`src/spq_pkg.sv`:
```
// Package with the shared codes and types of the sorted priority queue.
`default_nettype none

package spq_pkg;

  // Operation codes carried by the func field.
  localparam logic FUNC_ENQ = 1'b0;
  localparam logic FUNC_DEQ = 1'b1;

  // Status codes reported with every result word.
  localparam logic [1:0] STATUS_OK        = 2'd0;
  localparam logic [1:0] STATUS_DEQ_EMPTY = 2'd1;
  localparam logic [1:0] STATUS_ENQ_FULL  = 2'd2;

  localparam int unsigned PRIO_W  = 16;
  localparam int unsigned TAG_W   = 16;
  localparam int unsigned FILL_W  = 5;

  // Control broadcast to every cell of the chain.
  typedef struct packed {
    logic enq;
    logic deq;
  } spq_ctrl_t;

endpackage

`default_nettype wire

```
`src/spq_cell.sv`:
```
// One storage cell of the queue chain: holds one entry and shifts with its neighbours.
`default_nettype none

module spq_cell
  import spq_pkg::*;
(
  input  wire logic              clk_i,
  input  wire spq_ctrl_t         ctrl_i,
  input  wire logic              occ_i,
  input  wire logic [PRIO_W-1:0] new_prio_i,
  input  wire logic [TAG_W-1:0]  new_tag_i,
  input  wire logic              left_ins_i,
  input  wire logic [PRIO_W-1:0] left_prio_i,
  input  wire logic [TAG_W-1:0]  left_tag_i,
  input  wire logic [PRIO_W-1:0] right_prio_i,
  input  wire logic [TAG_W-1:0]  right_tag_i,
  output logic                   ins_o,
  output logic [PRIO_W-1:0]      prio_o,
  output logic [TAG_W-1:0]       tag_o
);

  logic [PRIO_W-1:0] prio_q, prio_d;
  logic [TAG_W-1:0]  tag_q, tag_d;

  // The new word belongs at or before this cell when the cell is free or
  // holds a strictly lower priority. Along the chain this flag is monotonic.
  assign ins_o = !occ_i || (prio_q < new_prio_i);

  // Select the next content: keep, shift right on insert, shift left on removal.
  always_comb begin
    prio_d = prio_q;
    tag_d  = tag_q;
    if (ctrl_i.enq) begin
      if (left_ins_i) begin
        prio_d = left_prio_i;
        tag_d  = left_tag_i;
      end else if (ins_o) begin
        prio_d = new_prio_i;
        tag_d  = new_tag_i;
      end
    end else if (ctrl_i.deq) begin
      prio_d = right_prio_i;
      tag_d  = right_tag_i;
    end
  end

  always_ff @(posedge clk_i) begin
    prio_q <= prio_d;
    tag_q  <= tag_d;
  end

  assign prio_o = prio_q;
  assign tag_o  = tag_q;

endmodule

`default_nettype wire

```
`src/sorted_priority_queue_unit.sv`:
```
// Top level of the sorted priority queue: a chain of entry cells and a result register.
//
//   channel | direction | handshake                 | word fields
//   req     | in        | req_valid_i / req_stall_o | func, priority_req, item_tag
//   rsp     | out       | rsp_valid_o / rsp_stall_i | out_valid, out_priority, out_tag,
//           |           |                           | status, fill_count, is_empty
//
// For every request word the whole chain of cells updates at the edge that
// accepts it, and its result word is shown from the next cycle on.
// One word per cycle is taken while results are consumed; the request side is
// stalled only while a result word is held under rsp_stall_i.
// Reset clears the fill count and the result valid flag; result payload and cell contents need none.
`default_nettype none

module sorted_priority_queue_unit
  import spq_pkg::*;
#(
  parameter int unsigned DEPTH = 16
) (
  input  wire logic              clk_i,
  input  wire logic              rst_ni,
  input  wire logic              req_valid_i,
  output logic                   req_stall_o,
  input  wire logic              func_i,
  input  wire logic [PRIO_W-1:0] priority_req_i,
  input  wire logic [TAG_W-1:0]  item_tag_i,
  output logic                   rsp_valid_o,
  input  wire logic              rsp_stall_i,
  output logic                   out_valid_o,
  output logic [PRIO_W-1:0]      out_priority_o,
  output logic [TAG_W-1:0]       out_tag_o,
  output logic [1:0]             status_o,
  output logic [FILL_W-1:0]      fill_count_o,
  output logic                   is_empty_o
);

  localparam int unsigned CNT_W = $clog2(DEPTH + 1);

  logic [CNT_W-1:0] count_q, count_d;
  logic             accept, full, empty, is_deq;
  spq_ctrl_t        ctrl;

  logic [PRIO_W-1:0] cell_prio [DEPTH];
  logic [TAG_W-1:0]  cell_tag  [DEPTH];
  logic [DEPTH-1:0]  cell_ins;

  logic                   rsp_valid_q;
  logic                   res_valid_q;
  logic [PRIO_W-1:0]      res_prio_q;
  logic [TAG_W-1:0]       res_tag_q;
  logic [1:0]             res_status_q, res_status_d;
  logic [FILL_W-1:0]      res_fill_q;
  logic                   res_empty_q;
  logic [CNT_W+FILL_W-1:0] fill_ext;

  // Handshake and operation decode.
  assign req_stall_o = rsp_valid_q && rsp_stall_i;
  assign accept      = req_valid_i && !req_stall_o;
  assign is_deq      = (func_i == FUNC_DEQ);
  assign full        = (count_q == CNT_W'(DEPTH));
  assign empty       = (count_q == '0);
  assign ctrl.enq    = accept && !is_deq && !full;
  assign ctrl.deq    = accept && is_deq && !empty;

  // Chain of cells; a cell is occupied when its place lies below the count.
  for (genvar i = 0; i < DEPTH; i++) begin : g_cell
    logic              left_ins;
    logic [PRIO_W-1:0] left_prio, right_prio;
    logic [TAG_W-1:0]  left_tag, right_tag;

    if (i == 0) begin : g_head
      assign left_ins  = 1'b0;
      assign left_prio = '0;
      assign left_tag  = '0;
    end else begin : g_body
      assign left_ins  = cell_ins[i-1];
      assign left_prio = cell_prio[i-1];
      assign left_tag  = cell_tag[i-1];
    end

    if (i == DEPTH - 1) begin : g_tail
      assign right_prio = '0;
      assign right_tag  = '0;
    end else begin : g_inner
      assign right_prio = cell_prio[i+1];
      assign right_tag  = cell_tag[i+1];
    end

    spq_cell u_cell (
      .clk_i        (clk_i),
      .ctrl_i       (ctrl),
      .occ_i        (CNT_W'(i) < count_q),
      .new_prio_i   (priority_req_i),
      .new_tag_i    (item_tag_i),
      .left_ins_i   (left_ins),
      .left_prio_i  (left_prio),
      .left_tag_i   (left_tag),
      .right_prio_i (right_prio),
      .right_tag_i  (right_tag),
      .ins_o        (cell_ins[i]),
      .prio_o       (cell_prio[i]),
      .tag_o        (cell_tag[i])
    );
  end

  // Fill count after the operation.
  always_comb begin
    count_d = count_q;
    if (ctrl.enq) begin
      count_d = count_q + 1'b1;
    end else if (ctrl.deq) begin
      count_d = count_q - 1'b1;
    end
  end

  always_ff @(posedge clk_i or negedge rst_ni) begin
    if (!rst_ni) begin
      count_q <= '0;
    end else begin
      count_q <= count_d;
    end
  end

  // Status of the accepted word.
  always_comb begin
    res_status_d = STATUS_OK;
    if (accept && !is_deq && full) begin
      res_status_d = STATUS_ENQ_FULL;
    end else if (accept && is_deq && empty) begin
      res_status_d = STATUS_DEQ_EMPTY;
    end
  end

  assign fill_ext = {{FILL_W{1'b0}}, count_d};

  // Result register: valid flag with reset, payload loaded on acceptance.
  always_ff @(posedge clk_i or negedge rst_ni) begin
    if (!rst_ni) begin
      rsp_valid_q <= 1'b0;
    end else if (accept) begin
      rsp_valid_q <= 1'b1;
    end else if (!rsp_stall_i) begin
      rsp_valid_q <= 1'b0;
    end
  end

  always_ff @(posedge clk_i) begin
    if (accept) begin
      res_valid_q  <= ctrl.deq;
      res_prio_q   <= ctrl.deq ? cell_prio[0] : '0;
      res_tag_q    <= ctrl.deq ? cell_tag[0] : '0;
      res_status_q <= res_status_d;
      res_fill_q   <= fill_ext[FILL_W-1:0];
      res_empty_q  <= (count_d == '0);
    end
  end

  assign rsp_valid_o    = rsp_valid_q;
  assign out_valid_o    = res_valid_q;
  assign out_priority_o = res_prio_q;
  assign out_tag_o      = res_tag_q;
  assign status_o       = res_status_q;
  assign fill_count_o   = res_fill_q;
  assign is_empty_o     = res_empty_q;

endmodule

`default_nettype wire

```
`config.mk`:
```
export PLATFORM = sky130hd
export DESIGN_NAME = sorted_priority_queue_unit
export DESIGN_NICKNAME = d
export VERILOG_FILES = /design/src/spq_pkg.sv /design/src/spq_cell.sv /design/src/sorted_priority_queue_unit.sv
export SDC_FILE = /design/constraint.sdc
export NUM_CORES = 2
export LEC_CHECK = 0
export ABC_AREA = 0
export CAP_MARGIN = 40
export CORE_MARGIN = 5
export CORE_UTILIZATION = 70
export CTS_BUF_LIST = sky130_fd_sc_hd__clkbuf_8 sky130_fd_sc_hd__clkbuf_16
export CTS_CLUSTER_DIAMETER = 120
export DETAILED_ROUTE_END_ITERATION = 7
export DONT_BUFFER_PORTS = 1
export HOLD_SLACK_MARGIN = 0.12
export PLACE_DENSITY_LB_ADDON = 0.2
export SLEW_MARGIN = 40
export SYNTH_ARGS = -nofsm -noshare
export SYNTH_HDL_FRONTEND = slang
export SYNTH_HIERARCHICAL = 1
export SYNTH_SLANG_ARGS = --single-unit
```
`constraint.sdc`:
```
create_clock -name clk_i -period 10.5 [get_ports clk_i]
set_input_delay 2.1 -clock clk_i [delete_from_list [all_inputs] [get_ports clk_i]]
set_output_delay 2.1 -clock clk_i [all_outputs]
set_load 0.005 [all_outputs]
```
==> key figures <==
Timing
  – Skew final: 34.1 ps
  – RSZ-0062 raised after global routing: no
  – Final Hold Vio Count: 0
  – Final setup margin: 5350 ps
  – Setup-failing EPs final: 0
  – Tmin final: 5150 ps
  – Fmax: 194 MHz
  – Max_slew headroom: 0.444
  – Post-route setup TNS: 0 ps
  – Slew @ Worst Pin: 834 ps
  – Max Slew Vio Count: 0
  – Post-route clock period utilization: 0.491

Placed design
  – Dpl hpwl: 54100 um
  – Pre-CTS setup slack: 4740 ps
  – IO buf count: 0
  – DP Cell Count: 3842
  – Routability cong.: 0.841

Worst hold path
  – WHS Path Cells: 1
  – Hold Startpoint: g_cell[0].u_cell/tag_o[0]
  – Hold Crit Class: register to register
  – Worst hold endpoint: out_tag_o[0]

Critical path
  – Crit path max fanout: 165
  – CP startpoint: req_valid_i
  – Worst Reg-to-Reg Cells: 9
  – Reg2reg start: count_q[0]
  – FF-to-FF End: g_cell[15].u_cell/tag_o[9]
  – Crit path kind: primary input to register
  – R2R Setup Slk: 5750 ps
  – CP arrival: 5490 ps
  – CP Data Required Time: 10840 ps
  – CP startpoint kind: primary input
  – CP endpoint kind: register

GRT
  – Global-route wire length before repair: 122000 um
  – Pin count of the biggest net entering global routing: 230
  – Antenna violations before repair: 0
  – GRT Resource Usage Total: 0.274
  – Vias in the first global route: 23800
  – GRT Residual Overflow: 0

Final layout
  – Layout area overhead: 8.22%
  – Fin cells: 3951
  – Util after Layout: 0.763
  – Share of cells above drive strength 1: 0.0557
  – # diodes: 0
  – Final #Nets: 3520

Route
  – Initial drt markers: 2253
  – Avg WL per Cell: 19.0 um
  – DRT antenna net count: 0
  – Number of remaining DRC errors: 0
  – Via density per instance: 6.09
  – DR vias: 24100
  – TritonRoute pass-1 iters: 5
  – Post-Route WL: 75100 um

Power
  – Power Internal: 5.04 mW
  – Gate power share: 0.303
  – Net switching power: 2.48 mW
  – Static leakage: 17.0 nW
  – VDD IR max: 164 uV
  – Clock power share: 0.265
  – PD cells: 202 nW/um^2
  – Switching Fraction: 0.329
  – Sequential power share: 0.431

CTS
  – # hold bufs at CTS: 0
  – Clock Path Buffers: 3
  – Clock slew seen by the registers of the worst setup and hold paths: 60 ps
  – Total clock sinks: 559
  – H-tree depth: 2
  – Resized cells post-CTS: 0
  – Root buf cell: clkbuf_16
  – TritonCTS buffer count: 58
  – Post CTS Setup Buffer Count: 0
  – CTS tree: done
  – Clock Latency Late Sink: 640 ps

Synth
  – Synth Instances: 3270
  – Syn avg cell area: 10.5 um^2
  – Cell area after synthesis: 34400 um^2
  – Synth warn: 6

Floorplanning
  – Core area: 48700 um^2
  – Rows: 81
  – Width of the die: 232 um
  – Top Ports: 80
  – Initial Utilization: 0.705
  – Die Ht: 232 um
  – Die ar.: 53700 um^2

Run status
  – Status: finished clean

Job
  – Max Cap Violations: 0
worst max-delay path by stage:
stage	slack [ps]	to	cells after the start
after floorplan	5190	g_cell[2].u_cell/prio_o[0]	11
after CTS	5440	g_cell[1].u_cell/tag_o[8]	6
after global placement	4780	g_cell[15].u_cell/tag_o[2]	6
final	5350	g_cell[15].u_cell/tag_o[9]	8
after detailed placement	4740	g_cell[1].u_cell/tag_o[8]	6
after global routing	5150	g_cell[11].u_cell/tag_o[4]	8
stage by stage:
stage / power (mW) / area [um^2] / hold slack (ps)
CTS: 7.53 / 37200 / 563
floorplan: 4.98 / 34600 / 524
detailed placement: 5.53 / 35300 / 546
finish: 7.51 / 37200 / 563
global route: 7.91 / 37200 / 575
global placement: 5.38 / 35000 / 538
layer usage:
| metal | GRT usage | vias to the layer above | routed length, um |
|---|---|---|---|
| met5 | 0 | - | 0 |
| met4 | 0.0851 | 0 | 2160 |
| met3 | 0.0388 | 156 | 4540 |
| met2 | 0.456 | 824 | 35700 |
| met1 | 0.379 | 11300 | 32600 |
| li1 | - | 11800 | - |
cell type report:
cell class	instances	area (um^2)
sequential	559	16800
multi-input combinational	2342	16400
clock inverter	47	374
fill	3105	11500
tap	664	831
inverter	248	931
timing repair buffer	30	430
clock buffer	61	1490
flip-flops by register name, summed over array words and instances (netlist names):
signal / count
g_cell.u_cell/tag_o: 256
out_tag_o: 16
fill_count_o: 5
status_o: 2
out_valid_o: 1
is_empty_o: 1
rsp_valid_o: 1
out_priority_o: 16
g_cell.u_cell/prio_o: 256
count_q: 5
worst max-delay path: stages:
cell and delay (ps):
a21bo_2 300, a311oi_4 490, buf_4 750, buf_12 400
buf_16 410, nor2_1 180, a21oi_4 420, buf_8 240
cell usage in the layout (no fill, tap or decap), drive strengths merged, types with 30 or more instances in the layout:
master / n
inv: 264
nand4: 31
clkbuf: 61
conb: 65
buf: 30
nor2: 550
edfxtp: 553
ha: 244
o21ai: 35
nand2: 41
nand3: 33
a21o: 33
mux2i: 512
o21a: 31
a21oi: 595
and2: 33
power groups by stage:
stage / clock (mW) / combinational [mW] / sequential [mW]
after floorplan: 0 / 1.84 / 3.14
final: 1.99 / 2.28 / 3.24
after global placement: 0 / 2.11 / 3.26
after CTS: 2.02 / 2.26 / 3.24
after detailed placement: 0 / 2.25 / 3.28
after global routing: 2.13 / 2.50 / 3.28
Power figures use the tool's default switching activity.
